**config.mk**
```make
export PLATFORM = sky130hd
export DESIGN_NAME = periodic_task_tick_scheduler
export DESIGN_NICKNAME = d
export VERILOG_FILES = /design/src/rtl/ptts_pkg.sv /design/src/rtl/periodic_task_tick_scheduler.sv /design/src/rtl/ptts_ram.sv
export SDC_FILE = /design/constraint.sdc
export NUM_CORES = 1
export LEC_CHECK = 0
export BUFFER_PORTS_ARGS = -buffer_cell sky130_fd_sc_hd__buf_2
export CAP_MARGIN = 20
export CORE_MARGIN = 2
export CORE_UTILIZATION = 56
export DETAILED_ROUTE_END_ITERATION = 8
export PLACE_DENSITY = 0.72
export SYNTH_ARGS = -nofsm -noshare
export SYNTH_HDL_FRONTEND = slang
export SYNTH_HIERARCHICAL = 1
export SYNTH_SLANG_ARGS = --single-unit
```
**constraint.sdc**
```tcl
create_clock -name clk -period 6.9 [get_ports clk]
set_input_delay 0 -clock clk [delete_from_list [all_inputs] [get_ports clk]]
set_output_delay 0 -clock clk [all_outputs]
set_load 0.01 [all_outputs]
```
**src/rtl/ptts_pkg.sv**
```systemverilog
// Shared types and constants for the periodic task tick scheduler.
// Used by the top level; the slot RAM is generic and stands alone.
`default_nettype none

package ptts_pkg;

  localparam int MAX_TASKS  = 8;
  localparam int SLOT_W     = (MAX_TASKS > 1) ? $clog2(MAX_TASKS) : 1;
  localparam int USED_W     = $clog2(MAX_TASKS + 1);
  localparam int TIME_W     = 32;
  localparam int MASK_W     = 8;
  localparam int SLOT_OUT_W = 3;
  localparam int IN_DATA_W  = 40;
  localparam int IN_USER_W  = 2;
  localparam int OUT_DATA_W = 48;
  localparam int OUT_PAD_W  = OUT_DATA_W - (MASK_W + 1 + SLOT_OUT_W + TIME_W);

  typedef enum logic [1:0] {
    CMD_TICK  = 2'd0,
    CMD_ADD   = 2'd1,
    CMD_CLEAR = 2'd2,
    CMD_NOP   = 2'd3
  } cmd_t;

  typedef enum logic [1:0] {
    ST_IDLE,
    ST_SWEEP,
    ST_DONE
  } state_t;

  // One slot memory word: reload value and next due time side by side.
  typedef struct packed {
    logic [TIME_W-1:0] next_due;
    logic [TIME_W-1:0] period;
  } slot_entry_t;

  localparam int ENTRY_W = $bits(slot_entry_t);

endpackage

`default_nettype wire

```
**src/rtl/periodic_task_tick_scheduler.sv**
```systemverilog
// Periodic task tick scheduler: tick time, slot table in RAM, command sequencer.
// Depends on ptts_pkg and ptts_ram.
//
// One item is one command (tick, add, clear) and yields exactly one result item.
// Slot periods and next due times live in a single-port-read slot RAM, so a
// tick walks the table one slot per cycle. A new item is taken only in the idle
// state, after the current item has produced its result. The result sits in an
// output register; a stalled result holds the block after it finishes the
// current item.
`default_nettype none

module periodic_task_tick_scheduler
  import ptts_pkg::*;
(
  input  wire logic                  clk,
  input  wire logic                  rst_n,
  input  wire logic                  in_tvalid,
  output logic                       in_tready,
  // [31:0] period, [32] task_present, [39:33] zero
  input  wire logic [IN_DATA_W-1:0]  in_tdata,
  // [1:0] command
  input  wire logic [IN_USER_W-1:0]  in_tuser,
  output logic                       out_tvalid,
  input  wire logic                  out_tready,
  // [7:0] fire_mask, [8] status, [11:9] slot, [43:12] current_time, [47:44] zero
  output logic [OUT_DATA_W-1:0]      out_tdata
);

  localparam logic [SLOT_W-1:0] LAST_SLOT = SLOT_W'(MAX_TASKS - 1);

  state_t                  state_r, state_nxt;
  logic [SLOT_W-1:0]       cnt_r;
  logic [TIME_W-1:0]       tick_time_r;
  logic [USED_W-1:0]       slots_used_r;
  logic [MAX_TASKS-1:0]    active_r;
  logic [MASK_W-1:0]       mask_r;
  logic                    status_r;
  logic [SLOT_OUT_W-1:0]   slot_r;
  logic                    out_valid_r;
  logic [OUT_DATA_W-1:0]   out_tdata_r;

  cmd_t                    in_cmd;
  logic [TIME_W-1:0]       in_period;
  logic                    in_present;
  logic                    in_acc;
  logic                    out_free;
  logic                    table_full;
  logic [TIME_W-1:0]       add_period;
  logic                    fire;
  slot_entry_t             rd_entry;
  logic [ENTRY_W-1:0]      ram_rd_data;
  logic                    ram_we;
  logic [SLOT_W-1:0]       ram_waddr;
  slot_entry_t             ram_wdata;
  logic                    ram_re;
  logic [SLOT_W-1:0]       ram_raddr;

  assign in_cmd     = cmd_t'(in_tuser);
  assign in_period  = in_tdata[TIME_W-1:0];
  assign in_present = in_tdata[TIME_W];
  assign in_acc     = in_tvalid && in_tready;
  assign out_free   = !out_valid_r || out_tready;
  assign table_full = (slots_used_r >= USED_W'(MAX_TASKS));
  assign add_period = in_period - TIME_W'(1);
  assign rd_entry   = slot_entry_t'(ram_rd_data);

  ptts_ram #(
    .WIDTH (ENTRY_W),
    .DEPTH (MAX_TASKS)
  ) u_slot_ram (
    .clk     (clk),
    .wr_en   (ram_we),
    .wr_addr (ram_waddr),
    .wr_data (ram_wdata),
    .rd_en   (ram_re),
    .rd_addr (ram_raddr),
    .rd_data (ram_rd_data)
  );

  always_comb begin
    state_nxt = state_r;
    unique case (state_r)
      ST_IDLE: begin
        if (in_acc) begin
          state_nxt = (in_cmd == CMD_TICK) ? ST_SWEEP : ST_DONE;
        end
      end
      ST_SWEEP: begin
        if (cnt_r == LAST_SLOT) begin
          state_nxt = ST_DONE;
        end
      end
      ST_DONE: begin
        if (out_free) begin
          state_nxt = ST_IDLE;
        end
      end
      default: state_nxt = ST_IDLE;
    endcase
  end

  // Read slot cnt_r+1 while slot cnt_r is checked and written back.
  always_comb begin
    in_tready = 1'b0;
    fire      = 1'b0;
    ram_re    = 1'b0;
    ram_raddr = '0;
    ram_we    = 1'b0;
    ram_waddr = '0;
    ram_wdata = '0;
    unique case (state_r)
      ST_IDLE: begin
        // hold off items while reset is applied
        in_tready          = rst_n;
        ram_re             = in_acc && (in_cmd == CMD_TICK);
        ram_we             = in_acc && (in_cmd == CMD_ADD) && !table_full;
        ram_waddr          = slots_used_r[SLOT_W-1:0];
        ram_wdata.period   = add_period;
        ram_wdata.next_due = tick_time_r + add_period;
      end
      ST_SWEEP: begin
        fire               = active_r[cnt_r] && (tick_time_r > rd_entry.next_due);
        ram_we             = fire;
        ram_waddr          = cnt_r;
        ram_wdata.period   = rd_entry.period;
        ram_wdata.next_due = tick_time_r + rd_entry.period;
        ram_re             = (cnt_r != LAST_SLOT);
        ram_raddr          = cnt_r + SLOT_W'(1);
      end
      ST_DONE: begin
      end
      default: begin
      end
    endcase
  end

  always_ff @(posedge clk) begin
    if (!rst_n) begin
      state_r      <= ST_IDLE;
      tick_time_r  <= '0;
      slots_used_r <= '0;
      active_r     <= '0;
      out_valid_r  <= 1'b0;
    end else begin
      state_r <= state_nxt;

      if (in_acc) begin
        mask_r   <= '0;
        status_r <= 1'b0;
        slot_r   <= '0;
        cnt_r    <= '0;
        unique case (in_cmd)
          CMD_ADD: begin
            if (table_full) begin
              status_r <= 1'b1;
            end else begin
              slot_r                                <= SLOT_OUT_W'(slots_used_r);
              active_r[slots_used_r[SLOT_W-1:0]]    <= in_present;
              slots_used_r                          <= slots_used_r + USED_W'(1);
            end
          end
          CMD_CLEAR: begin
            tick_time_r  <= '0;
            slots_used_r <= '0;
            active_r     <= '0;
          end
          CMD_TICK, CMD_NOP: begin
          end
          default: begin
          end
        endcase
      end

      if (state_r == ST_SWEEP) begin
        for (int j = 0; j < MASK_W; j++) begin
          if (j < MAX_TASKS && fire && int'(cnt_r) == j) begin
            mask_r[j] <= 1'b1;
          end
        end
        cnt_r <= cnt_r + SLOT_W'(1);
        // advance time once every slot has been checked
        if (cnt_r == LAST_SLOT) begin
          tick_time_r <= tick_time_r + TIME_W'(1);
        end
      end

      if (state_r == ST_DONE && out_free) begin
        out_valid_r <= 1'b1;
        out_tdata_r <= {{OUT_PAD_W{1'b0}}, tick_time_r, slot_r, status_r, mask_r};
      end else if (out_tready) begin
        out_valid_r <= 1'b0;
      end
    end
  end

  assign out_tvalid = out_valid_r;
  assign out_tdata  = out_tdata_r;

  a_ram_no_collision: assert property (@(posedge clk) disable iff (!rst_n)
    (ram_we && ram_re) |-> (ram_waddr != ram_raddr))
    else $error("slot RAM read and write hit the same entry");

  a_used_bound: assert property (@(posedge clk) disable iff (!rst_n)
    slots_used_r <= USED_W'(MAX_TASKS))
    else $error("slot count beyond table size");

  a_busy_after_accept: assert property (@(posedge clk) disable iff (!rst_n)
    in_acc |=> (state_r != ST_IDLE))
    else $error("sequencer idle right after accepting an item");

  a_sweep_ends: assert property (@(posedge clk) disable iff (!rst_n)
    (state_r == ST_SWEEP && cnt_r == LAST_SLOT) |=> (state_r == ST_DONE))
    else $error("tick sweep did not finish after the last slot");

endmodule

`default_nettype wire

```
**src/rtl/ptts_ram.sv**
```systemverilog
// Generic simple dual-port RAM: one write port, one read port, registered read.
// No dependencies.
`default_nettype none

module ptts_ram #(
  parameter  int WIDTH = 32,
  parameter  int DEPTH = 8,
  localparam int AW    = (DEPTH > 1) ? $clog2(DEPTH) : 1
) (
  input  wire logic             clk,
  input  wire logic             wr_en,
  input  wire logic [AW-1:0]    wr_addr,
  input  wire logic [WIDTH-1:0] wr_data,
  input  wire logic             rd_en,
  input  wire logic [AW-1:0]    rd_addr,
  output logic      [WIDTH-1:0] rd_data
);

  logic [WIDTH-1:0] mem_r [DEPTH];
  logic [WIDTH-1:0] rd_data_r;

  always_ff @(posedge clk) begin
    if (wr_en) begin
      mem_r[wr_addr] <= wr_data;
    end
    if (rd_en) begin
      rd_data_r <= mem_r[rd_addr];
    end
  end

  assign rd_data = rd_data_r;

endmodule

`default_nettype wire

```
==> run summary <==
RSZ-0062 raised after global routing = false
DIE HEIGHT = 234 um
slowest stage delay, CP = 630 ps
hold path start = in_tdata[6]
final std cells w/o fill = 2699
clock skew = 28.2 ps
CP bufs+invs = 3
Placer Congestion = 0.960
clock root buffer = clkbuf_16
maximum vdd ir drop = 0.247 mV
setup tns final = 0 ps
Met3 Wirelength = 5200 um
Tmin final = 4890 ps
initial antenna violation count = 2
slowest CP cell = nand2_2
largest net degree at the start of global routing = 85
total of max-cap violations = 0
sequential fraction of the synthesis area = 0.676
slew of the pin with the lowest slew margin = 1120 ps
final setup violating endpoints = 0
Hold Path Class = primary input to flop
Achievable Freq = 0.204 GHz
R2R Setup Slk = 2010 ps
Syn Area/Cell = 16.1 um^2
Post-Synthesis Cells = 1842
Routed Antenna Nets = 0
register bit total from synthesis = 682
PortBufs = 84
Horiz. Die Dim = 234 um
asr flop ratio synth = 0
# Post-CTS Setup Buffers = 0
Crit. End Element = flop
leakage power = 11.3 nW
fraction of layout cells with a size suffix above 1 = 0.218
I/O pins = 96
Critical Path AT = 5200 ps
WL met1 = 28400 um
RR Endpoint = u_slot_ram/mem_r[2][62]
1st-iter DRT viols = 1763
CP max FO = 37
drt first pass iters = 8
status = finished, final reports clean
core area = 52300 um^2
Top FF cell, synth = edfxtp_1
Overflow after GRT = 0
Crit path required time = 7210 ps
Max Used Layer = met5
count of different cell masters after synthesis = 65
P&R area growth vs syn = 11.9%
wire length per cell = 25.0 um
Worst-path clk slew = 60 ps
kind of critical path = flop to flop
critical path launch point type = flop
Worst Hold Path EP = u_slot_ram/mem_r[6][6]
vias in the first global route = 16800
critical path's top delay family = compound AO/OA/AOI/OAI gates
layout filler cell count = 3721
yosys warns = 6
Slew HR = 0.252
first-pass GRT wire length = 102000 um
worst r2r src = state_r[1]
synthesized area = 29600 um^2
Nets = 2082
Vias = 16700
Starting Density = 0.565
metal2 WL = 32500 um
Post-synth EDFFs = 635
final wirelength = 67400 um
DP Cell Count = 2567
post-route clock period utilization = 0.709
Die ar. = 54700 um^2
Slew Limit Fails = 0
Pwr per Cell Area = 264 nW/um^2
GRT Overall Usage = 0.253
clk_lat worst skew = 610 ps
final hold violation count = 0
WHS = 43.0 ps
Avg Vias per Cell = 6.20
hpwl dp = 40500 um
CTS sink cnt = 682
Clock Tree Buf Depth = 3
WHS Path Cells = 3
# DRC = 0
Worst R2R Path Depth = 15
# diodes = 0
H-Tree Depth = 3
row count = 84
TritonCTS clock tree = yes
worst-path cell chain = inv_1 > nand2_2 > buf_4 > nand2_1 > o21a_1 > inv_1 > fa_1 > nand2b_1 > a21oi_1 > o21ai_0 > nand2_1 > a31o_2 > a211oi_1 > o31ai_1 > mux2i_1
number of buffers created by CTS = 70
## cells by family (layout without fill, tap and decap cells)
kind of cell / Yosys count / count (layout) / share of synthesized area
mux: 214 / 214 / 0.130
buf+inv: 130 / 296 / 0.0204
other cells: 1 / 4 / 0.000127
fa+ha+maj: 78 / 78 / 0.0332
flops: 682 / 682 / 0.676
compound gates: 236 / 236 / 0.0502
simple gates: 445 / 445 / 0.0724
xor+xnor: 56 / 56 / 0.0168
## synthesized netlist by cell type, drive strengths merged, types with 4 or more instances
cell | number | area (um^2)
nor3b | 5 | 37.5
nor2b | 11 | 68.8
or2 | 7 | 43.8
a211oi | 13 | 97.6
nand2 | 80 | 300
nand2b | 18 | 113
clkbuf | 44 | 165
xnor2 | 31 | 272
nor2 | 180 | 676
nand3 | 25 | 125
nor3 | 25 | 130
and3 | 14 | 87.6
mux2i | 16 | 160
a21oi | 95 | 475
o21a | 12 | 90.1
and2 | 17 | 106
nor4 | 10 | 68.8
nand4 | 24 | 150
mux2 | 68 | 766
a31o | 4 | 35.0
ha | 77 | 963
edfxtp | 635 | 19100
inv | 53 | 199
mux4 | 130 | 2930
buf | 33 | 240
dfxtp | 47 | 941
or4 | 5 | 41.3
o31ai | 5 | 51.3
a21boi | 13 | 97.6
xor2 | 25 | 226
a21o | 29 | 218
o211ai | 12 | 90.1
or3 | 15 | 98.8
o21ai | 33 | 165
## final cells by class
class | instances | area (um^2) | area share
repair buffers | 118 | 718 | 0.0217
inverters | 53 | 199 | 0.00601
flip-flops and latches | 682 | 20000 | 0.605
clock inverters | 33 | 335 | 0.0101
well taps | 688 | 861 | 0.0260
multi-input cells | 1033 | 9070 | 0.274
clock buffers | 92 | 1900 | 0.0574
## cell usage in the layout, fill, tap and decap left out, types with 13 or more instances in the layout
| cell type | count |
|---|---|
| and2_1 | 16 |
| mux2_2 | 68 |
| nor3_1 | 22 |
| dfxtp_1 | 45 |
| o21ai_0 | 33 |
| buf_4 | 25 |
| or3_1 | 14 |
| buf_2 | 84 |
| a21boi_0 | 13 |
| nand2b_1 | 18 |
| and3_1 | 14 |
| mux4_2 | 130 |
| nand4_1 | 24 |
| xnor2_1 | 31 |
| clkbuf_1 | 19 |
| a21o_1 | 29 |
| nand2_1 | 79 |
| a211oi_1 | 13 |
| a21oi_1 | 95 |
| mux2i_1 | 16 |
| edfxtp_1 | 635 |
| xor2_1 | 24 |
| clkbuf_16 | 73 |
| nand3_1 | 25 |
| nor2_1 | 172 |
| inv_1 | 53 |
| ha_1 | 77 |
## power breakdown
part	internal (mW)	switching [mW]
Combinational	0.140	0.300
Sequential	4.61	0.0157
Clock	2.17	1.52
Total	6.92	1.83
## routing by layer
layer,vias to the layer above,GRT usage
li1,7393,-
met1,8494,0.362
met2,732,0.412
met3,125,0.0416
met4,2,0.0617
met5,-,0
## flip-flops by register name (all words and copies together) (netlist names), 4 cells and up
register,flops
u_slot_ram/rd_data,64
slots_used_r,4
u_slot_ram/mem_r,512
mask_r,8
out_tdata,44
tick_time_r,32
active_r,8
## worst max-delay path by stage
stage | from | cells after the start | end
after CTS | tick_time_r[30] | 11 | u_slot_ram/mem_r[5][25]
after floorplan | tick_time_r[18] | 10 | u_slot_ram/mem_r[0][0]
after global routing | state_r[1] | 15 | u_slot_ram/mem_r[2][62]
after detailed placement | tick_time_r[17] | 11 | u_slot_ram/mem_r[5][30]
final | state_r[1] | 15 | u_slot_ram/mem_r[2][62]
after global placement | tick_time_r[30] | 11 | u_slot_ram/mem_r[5][30]
## stage by stage
stage / utilization / total power, mW / worst slack (ps) / instance area, um^2
final: 0.632 / 8.75 / 2010 / 33100
after CTS: 0.632 / 8.80 / 2100 / 33100
after global placement: 0.588 / 5.13 / 2190 / 30800
after detailed placement: 0.588 / 5.15 / 2120 / 30800
after global routing: 0.632 / 9.00 / 1740 / 33100
after floorplan: - / 4.99 / 72.2 / 29600
## timing repair
action / in CTS / in global routing
hold buffers: 7 / 0
hold endpoints to repair: 23 / 0
gates resized for setup: 0 / 0
## tightest hold or removal path, stage by stage
cell and delay [ps]:
buf_2 120, nand2_1 100, a311oi_1 230
Power figures use the tool's default switching activity.
